### config.mk
export PLATFORM = sky130hd
export DESIGN_NAME = plb_ctrl
export DESIGN_NICKNAME = d
export VERILOG_FILES = /design/src/hw/rtl/plb_pkg.sv /design/src/hw/rtl/plb_ctrl.sv
export SDC_FILE = /design/constraint.sdc
export NUM_CORES = 1
export LEC_CHECK = 0
export BUFFER_PORTS_ARGS = -buffer_cell sky130_fd_sc_hd__clkbuf_2
export CORE_AREA = 2 2 50 52
export DETAILED_ROUTE_END_ITERATION = 8
export DIE_AREA = 0 0 52 54
export PLACE_DENSITY_LB_ADDON = 0.12
export SYNTH_ARGS = -nofsm -noshare
export SYNTH_HDL_FRONTEND = slang
export SYNTH_SLANG_ARGS = --single-unit
### constraint.sdc
create_clock -name clk -period 1.85 [get_ports clk]
set_clock_uncertainty 0.15 [all_clocks]
set_input_delay 0.185 -clock clk [delete_from_list [all_inputs] [get_ports clk]]
set_output_delay 0.185 -clock clk [all_outputs]
set_load 0.005 [all_outputs]
### src/hw/rtl/plb_pkg.sv
package plb_pkg;

	// default sizes
	localparam int DEPTH_DEF      = 64;
	localparam int DATA_WIDTH_DEF = 32;

	// fixed field widths
	localparam int CNT_W  = 7;
	localparam int POS_W  = 7;
	localparam int VAL_W  = 32;
	localparam int ELEM_W = 32;

	// request codes
	typedef enum logic [1:0] {
		ACT_INSERT = 2'd0,
		ACT_DELETE = 2'd1,
		ACT_UPDATE = 2'd2,
		ACT_READ   = 2'd3
	} act_t;

	// result status codes
	typedef enum logic [1:0] {
		ST_OK     = 2'd0,
		ST_FULL   = 2'd1,
		ST_EMPTY  = 2'd2,
		ST_BADPOS = 2'd3
	} st_t;

	// cell array operations
	typedef enum logic [2:0] {
		OP_NONE,
		OP_INS,
		OP_DEL,
		OP_UPD,
		OP_ROT
	} op_t;

	// controller to datapath command
	typedef struct packed {
		op_t op;
		logic load;
		st_t status;
		logic last;
	} cmd_t;

endpackage

### src/hw/rtl/plb_ctrl.sv
module plb_ctrl #(
	parameter int DEPTH = plb_pkg::DEPTH_DEF
) (
	input  logic                     clk,
	input  logic                     arst_n,
	input  logic                     req_valid,
	output logic                     req_stall,
	input  logic [1:0]               action,
	input  logic [plb_pkg::POS_W-1:0] position,
	output logic                     rsp_valid,
	input  logic                     rsp_stall,
	input  logic [plb_pkg::CNT_W-1:0] cnt,
	output plb_pkg::cmd_t            cmd
);

	typedef enum logic {
		S_IDLE,
		S_READ
	} state_t;

	localparam logic [plb_pkg::CNT_W-1:0] FULL_CNT = plb_pkg::CNT_W'(DEPTH);
	localparam logic [plb_pkg::CNT_W-1:0] ONE_CNT  = plb_pkg::CNT_W'(1);

	state_t state_q;
	logic rsp_valid_q;
	logic [plb_pkg::CNT_W-1:0] rem_q;
	logic load_ok;
	logic accept;
	plb_pkg::act_t act;

	assign act = plb_pkg::act_t'(action);

	// result register is free or its transfer happens now
	assign load_ok   = !rsp_valid_q || !rsp_stall;
	assign req_stall = !(state_q == S_IDLE && load_ok);
	assign accept    = req_valid && !req_stall;
	assign rsp_valid = rsp_valid_q;

	// decode request checks into a command
	always_comb begin
		cmd.op     = plb_pkg::OP_NONE;
		cmd.load   = 1'b0;
		cmd.status = plb_pkg::ST_OK;
		cmd.last   = 1'b1;
		if (state_q == S_READ) begin
			if (load_ok) begin
				cmd.op   = plb_pkg::OP_ROT;
				cmd.load = 1'b1;
				cmd.last = (rem_q == ONE_CNT);
			end
		end else if (accept) begin
			cmd.load = 1'b1;
			if (act == plb_pkg::ACT_INSERT) begin
				if (cnt >= FULL_CNT) begin
					cmd.status = plb_pkg::ST_FULL;
				end else if (position > cnt) begin
					cmd.status = plb_pkg::ST_BADPOS;
				end else begin
					cmd.op = plb_pkg::OP_INS;
				end
			end else if (cnt == '0) begin
				cmd.status = plb_pkg::ST_EMPTY;
			end else if (act == plb_pkg::ACT_READ) begin
				cmd.op   = plb_pkg::OP_ROT;
				cmd.last = (cnt == ONE_CNT);
			end else if (position >= cnt) begin
				cmd.status = plb_pkg::ST_BADPOS;
			end else if (act == plb_pkg::ACT_DELETE) begin
				cmd.op = plb_pkg::OP_DEL;
			end else begin
				cmd.op = plb_pkg::OP_UPD;
			end
		end
	end

	// state, result valid and remaining read count
	always_ff @(posedge clk or negedge arst_n) begin
		if (!arst_n) begin
			state_q     <= S_IDLE;
			rsp_valid_q <= 1'b0;
			rem_q       <= '0;
		end else begin
			if (cmd.load) begin
				rsp_valid_q <= 1'b1;
			end else if (!rsp_stall) begin
				rsp_valid_q <= 1'b0;
			end
			case (state_q)
				S_IDLE: begin
					if (cmd.op == plb_pkg::OP_ROT && !cmd.last) begin
						state_q <= S_READ;
						rem_q   <= cnt - ONE_CNT;
					end
				end
				S_READ: begin
					if (cmd.load) begin
						rem_q <= rem_q - ONE_CNT;
						if (cmd.last) begin
							state_q <= S_IDLE;
						end
					end
				end
				default: begin
					state_q <= S_IDLE;
				end
			endcase
		end
	end

endmodule

==> key figures, run 1 <==
Logic synthesis
  • Yosys top cell by area: dfrtp_1
  • EDFF count, synth: 0
  • Most frequent cell after synthesis: ha_1
  • Synth warn: 0
  • Syn Inst Count: 123
  • Syn nets: 155
  • Sequential-to-total area share from yosys stat: 0.218
  • Mapped cell area: 0.00103 sq mm
  • Post-synth ARST share: 1.00
  • FF+latch count, synth: 9
  • Share of the synthesized area in the top cell type: 0.218
  • Synth cell count leaders: ha_1, inv_1, dfrtp_1, nand2_1, a21oi_1
  • Most used DFF post-synth: dfrtp_1
  • Synth area leaders: dfrtp_1, ha_1, xnor2_1
  • Number of distinct library cells after synthesis: 41
  • Syn Area/Cell: 8.41 sq um

Die
  • Die footprint: 0.00281 sq mm
  • # rows: 18
  • Die H: 54 um
  • Die X-Extent: 52 um
  • CORE AREA: 0.00232 sq mm
  • Ports: 29
  • Initial Utilization: 0.446

Clocking
  • Clock buffer depth: 2
  • Worst-path clk slew: 0.06 ns
  • Worst-skew pair later-pin latency: 0.27 ns
  • H-tree depth: 1
  • Root buf cell: clkbuf_4
  • CTS tree: done
  • Clock Sinks: 9
  • CTS Buf Count: 3

STA
  • Endpoints failing hold: 0
  • Final setup fails: 5
  • Fmax: 0.513 GHz
  • TNS Setup: -0.280 ns
  • Setup ws final: -0.101 ns
  • Max-slew violation count: 0
  • Worst slew margin: 0.684
  • Period utilization: 1.05
  • RSZ-0062 raised after global routing: yes
  • Tmin final: 1.95 ns
  • Hold WS: 0.0513 ns
  • Slew @ Worst Pin: 0.468 ns

Setup path
  • Crit path launch: cnt[3]
  • R2R depth: 7
  • Crit-path max FO: 3
  • Crit Path Category: in2out
  • Worst r2r src: rsp_valid
  • Worst path max stage delay: 0.31 ns
  • Delay-heaviest family, CP: adder cells
  • Worst EP required: 1.51 ns
  • Worst path slowest cell: maj3_2
  • R2R Path End: rem_q[2]
  • CP arrival: 1.62 ns
  • Nature of the critical path startpoint: primary input
  • CP Cell Sequence: clkbuf_2, inv_2, ha_4, nand4_1, a31oi_1, nor2_2, maj3_2, a211oi_2, buf_2
  • CP endpoint kind: output pin
  • CP Buf/Inv Count: 3
  • Worst R2R Setup Slack: -0.04 ns

Layout
  • Post-layout util: 0.734
  • Area delta synth->final: 64.6%
  • Final instance area: 0.00170 sq mm
  • Layout cells sized above 1: 0.548
  • # diodes: 0
  • Nets: 219

Power and ir drop
  • VDD IR max: 0.608 mV
  • Leakage: 0.769 nW
  • Pwr Density: 865 mW/mm^2
  • Total chip power: 1.47 mW

Global route
  • First-pass GRT wire length: 4.69 mm
  • Initial antenna violation count: 0
  • Total gr overflow: 0
  • Vias in the first global route: 1,125
  • Largest net degree at the start of global routing: 18
  • Tot GR Track Use: 0.222

Placed design
  • HPWL Detailed: 2.07 mm
  • GP Congestion: 0.746
  • Placed instance area: 0.00137 sq mm
  • Count of input and output buffers: 28

Job
  • Max-Cap Viols: 0

Route
  • Via density: 5.44
  • Residual DRC: 0
  • 1st-pass router iterations: 4
  • Via Count: 1,175
  • DR iter-0 viols: 17
  • Remaining antenna violation count: 0
  • Total wire length: 3.06 mm
  • Drt wl/cell: 14.2 um

Outcome
  • Status: finished with violations
  • Violated checks: setup timing

Worst hold path
  • HP Class: in2reg
  • Hold Crit Start: req_valid
  • Hold EP: rsp_valid
  • Hold Crit Depth: 2
## registers in the layout (all words and copies together), names as in the netlist
signal / cells
rsp_valid: 1
rem_q: 7
state_q: 1
## through the flow
stage / worst slack, ns / cells
after detailed placement: -0.283 / 202
after global routing: -0.204 / 216
after floorplan: 0.0272 / 123
after global placement: -0.238 / 202
after CTS: -0.106 / 210
final: -0.101 / 216
## worst max-delay path by stage
stage | cells after the start | slack (ns) | to
6_report | 9 | -0.10 | cmd[2]
5_1_grt | 8 | -0.20 | cmd[2]
4_1_cts | 9 | -0.11 | cmd[2]
3_5_place_dp | 9 | -0.28 | cmd[2]
3_3_place_gp | 9 | -0.24 | cmd[2]
2_1_floorplan | 7 | 0.03 | cmd[2]
## power breakdown
group	internal (mW)	switching [mW]
combinational	0.458	0.458
clock	0.0834	0.0724
sequential	0.290	0.111
total	0.832	0.641
## layout by cell type (no fill, tap or decap), drive strengths merged
master       count
a2111oi          1
a211oi           4
a21o             1
a21oi            8
a31oi            2
and2             2
and3             1
and4             2
buf             39
clkbuf          25
dfrtp            9
dlygate4sd3      1
ha              12
inv             11
maj3             1
mux2i            2
nand2           10
nand2b           4
nand3            3
nand3b           2
nand4            4
nand4b           1
nor2             6
nor3             7
nor3b            4
nor4b            1
o211a            1
o211ai           1
o21a             1
o21ai            4
o22ai            2
o2bb2ai          1
o31ai            3
or2              2
or2b             2
or3              1
xnor2            5
## cell type report
class | instances | area, sq um
repair buffers | 61 | 433
multi-input cells | 101 | 940
inverters | 11 | 41.3
well taps | 30 | 37.5
clock buffers | 4 | 26.3
fillers | 183 | 617
flip-flops and latches | 9 | 225
## layer usage
layer	up-vias	track usage	wire length (um)
met1	555	0.247	1220
met2	33	0.424	1650
li1	580	-	-
met3	7	0.0139	109
met4	0	0.114	77
met5	-	0	0
## cells by family (layout without fill, tap and decap cells)
family                     count (synthesis)  in the layout  share of synthesized area
and+or+nand+nor                           52             52                      0.301
AOI/OAI and AO/OA                         29             29                      0.210
adders and majority gates                 13             13                      0.155
buffers and inverters                     13             76                     0.0544
DFF                                        9              9                      0.218
xor gates and xnor gates                   5              5                     0.0423
muxes                                      2              2                     0.0193
## timing repair
item	4_1_cts	5_1_grt
buffers inserted	4	6
setup endpoints to repair	7	10
resized for setup	29	21
gates cloned	0	0
pin swaps	13	9
hold buffers	1	0
endpoints found under the hold margin	9	0
Note: power is estimated with default switching activity, not from simulation.
==> run 2: changes to the inputs <==
--- a/config.mk
+++ b/config.mk
@@ -5,10 +5,11 @@
 export SDC_FILE = /design/constraint.sdc
 export NUM_CORES = 1
 export LEC_CHECK = 0
-export BUFFER_PORTS_ARGS = -buffer_cell sky130_fd_sc_hd__clkbuf_2
-export CORE_AREA = 2 2 50 52
+export ABC_AREA = 1
+export BUFFER_PORTS_ARGS = -buffer_cell sky130_fd_sc_hd__buf_2
+export CORE_AREA = 2 2 53 55
 export DETAILED_ROUTE_END_ITERATION = 8
-export DIE_AREA = 0 0 52 54
+export DIE_AREA = 0 0 55 57
 export PLACE_DENSITY_LB_ADDON = 0.12
 export SYNTH_ARGS = -nofsm -noshare
 export SYNTH_HDL_FRONTEND = slang
==> run 2 against run 1 <==
  * The flow now finishes without violations
  * Clock power about the same
  * Critical endpoint is now cmd[1]
  * Fmax increased by 9.0%
  * Critical path type unchanged
  * Die area increased by 12%
  * Sequential power decreased by 15%
  * Core utilization decreased by 17 points
  * Global-route usage decreased by 3.6 points
  * Final cell count increased by 9.7%
  * Wire length decreased by 14%
  * Via count decreased by 0.77%
  * First-iteration DRC count increased by 59%
  * Count of clock-buffer cells in the layout unchanged
  * Non-clock buffer count decreased by 24
==> key figures, run 2 <==
Logic synthesis
  • FF+latch count, synth: 9
  • Share of the synthesized area in the top cell type: 0.194
  • Synth area leaders: dfrtp_1, nand2_1, ha_1
  • Syn Inst Count: 167
  • Mapped cell area: 0.00116 sq mm
  • Number of distinct library cells after synthesis: 29
  • Synth cell count leaders: nand2_1, inv_1, nand3_1, ha_1, nor2_1
  • Yosys top cell by area: dfrtp_1
  • Post-synth ARST share: 1.00
  • Sequential-to-total area share from yosys stat: 0.194
  • Most frequent cell after synthesis: nand2_1
  • Syn nets: 199
  • Synth warn: 0
  • EDFF count, synth: 0
  • Most used DFF post-synth: dfrtp_1
  • Syn Area/Cell: 6.97 sq um

Route
  • Via Count: 1,166
  • DR iter-0 viols: 27
  • 1st-pass router iterations: 4
  • Remaining antenna violation count: 0
  • Via density: 4.92
  • Drt wl/cell: 11.1 um
  • Residual DRC: 0
  • Total wire length: 2.62 mm

Die
  • # rows: 19
  • Initial Utilization: 0.445
  • Die footprint: 0.00314 sq mm
  • Die H: 57 um
  • Ports: 29
  • CORE AREA: 0.00262 sq mm
  • Die X-Extent: 55 um

Global route
  • Tot GR Track Use: 0.187
  • Initial antenna violation count: 0
  • Largest net degree at the start of global routing: 14
  • First-pass GRT wire length: 4.36 mm
  • Total gr overflow: 0
  • Vias in the first global route: 1,137

Placed design
  • Post-placement setup slack: -0.0784 ns
  • HPWL Detailed: 2.19 mm
  • Placed instance area: 0.00136 sq mm
  • GP Congestion: 0.898
  • Count of input and output buffers: 28

STA
  • Final setup fails: 0
  • Endpoints failing hold: 0
  • Worst slew margin: 0.859
  • Max-slew violation count: 0
  • Fmax: 0.558 GHz
  • Tmin final: 1.79 ns
  • RSZ-0062 raised after global routing: yes
  • TNS Setup: 0 ns
  • Period utilization: 0.968
  • Slew @ Worst Pin: 0.209 ns
  • Setup ws final: 0.0594 ns

Power and ir drop
  • VDD IR max: 0.455 mV
  • Pwr Density: 761 mW/mm^2
  • Leakage: 0.817 nW

Layout
  • Flip-flop count of the largest register after layout: 7
  • Nets: 239
  • # diodes: 0
  • Most frequent cells in the layout: nand2_1, buf_2, inv_1
  • Layout cells sized above 1: 0.379
  • Final instance area: 0.00147 sq mm
  • Post-layout util: 0.564
  • Biggest register: rem_q
  • Commonest non-fill, non-tap cell in the layout: nand2_1
  • Area delta synth->final: 26.7%

Setup path
  • Crit Path Category: in2out
  • R2R depth: 7
  • CP arrival: 1.46 ns
  • R2R Path End: rem_q[3]
  • Worst EP required: 1.51 ns
  • Worst path slowest cell: ha_4
  • Nature of the critical path startpoint: primary input
  • Crit-path max FO: 3
  • CP Cell Sequence: buf_2, bufinv_8, ha_4, nand2_4, inv_1, a21oi_4, nand2_2, nand2_1, nand2_1, nand3_1, nand2_1, buf_2
  • Worst R2R Setup Slack: 0.37 ns
  • Worst r2r src: state_q
  • Most frequent CP cell: nand2_1
  • Worst path max stage delay: 0.24 ns
  • CP endpoint kind: output pin

Job
  • Max-Cap Viols: 0

Worst hold path
  • HP Class: in2reg
  • Hold Crit Depth: 3
  • Hold EP: rsp_valid
  • Hold Crit Start: rsp_stall

Clocking
  • Worst-skew pair later-pin latency: 0.27 ns
  • Clock buffer depth: 2
  • Worst-path clk slew: 0.07 ns
  • H-tree depth: 1
  • Root buf cell: clkbuf_4
  • CTS tree: done
  • Clock Sinks: 9
  • CTS Buf Count: 3

Outcome
  • Status: finished clean
==> run 2: changes by cell type in the layout (fill, tap and decap cells not counted), moves of 6 or more <==
cell	before	now
nor2_1	4	10
clkbuf_2	21	0
inv_1	5	22
nand2_2	0	12
buf_6	8	0
nand3_1	1	15
buf_4	29	8
nand2_1	9	37
buf_2	2	28
==> run 2: logic make-up after synthesis <==
family | count (synthesis) | synth area share
multiplexers | 1 | 0.00860
AND/OR/NAND/NOR | 95 | 0.419
AO/OA/AOI/OAI | 20 | 0.108
flip-flops | 9 | 0.194
buffers and inverters | 28 | 0.127
adder cells (fa/ha/maj) | 12 | 0.129
XOR/XNOR | 2 | 0.0151
==> run 2: critical path: cells and delay by family <==
kind                     cells  cell delay, ns
AND/OR/NAND/NOR              6            0.42
buffers and inverters        4            0.45
adder cells (fa/ha/maj)      1            0.24
AO/OA/AOI/OAI                1            0.16
==> run 2: through the flow <==
stage / power (mW) / instances / hold WS (ns)
2_1_floorplan: 0.775 / 167 / -0.261
3_3_place_gp: 0.903 / 230 / -0.104
3_5_place_dp: 0.928 / 230 / -0.103
4_1_cts: 1.09 / 235 / 0.0448
5_1_grt: 1.23 / 237 / 0.0619
6_report: 1.12 / 237 / 0.0437
==> run 2: final cells by class <==
class                   instances  area [sq um]
fillers                       252          1140
multi-input cells             130           856
flip-flops and latches          9           226
repair buffers                 37           210
inverters                      26           116
well taps                      31          38.8
clock buffers                   4          26.3
==> run 2: how the worst max path moves through the flow <==
stage                     startpoint  endpoint  slack, ns
after global placement        cnt[6]    cmd[2]      0.005
after CTS                    state_q    cmd[0]       0.01
after detailed placement      cnt[6]    cmd[1]      -0.08
after global routing          cnt[5]    cmd[1]      -0.01
final                         cnt[6]    cmd[1]       0.06
after floorplan               cnt[6]    cmd[5]       0.23
==> run 2: timing repair <==
item,4_1_cts,5_1_grt
pin swaps,4,5
endpoints found under the setup margin,5,5
hold endpoints to repair,9,0
hold buffers,1,0
resized for setup,4,14
buffers inserted,0,2
==> run 2: where the power goes <==
| part | switching, mW | internal, mW | total [mW] |
|---|---|---|---|
| clock network | 0.0750 | 0.0835 | 0.158 |
| logic | 0.370 | 0.253 | 0.623 |
| registers | 0.0637 | 0.276 | 0.340 |
| total | 0.508 | 0.613 | 1.12 |
==> run 2: metal layers <==
layer | track usage | vias to the layer above | wire length (um)
met5 | 0 | - | 0
met4 | 0.0836 | 0 | 56
met3 | 0.0131 | 7 | 72
met2 | 0.340 | 27 | 1360
met1 | 0.212 | 508 | 1130
li1 | - | 624 | -
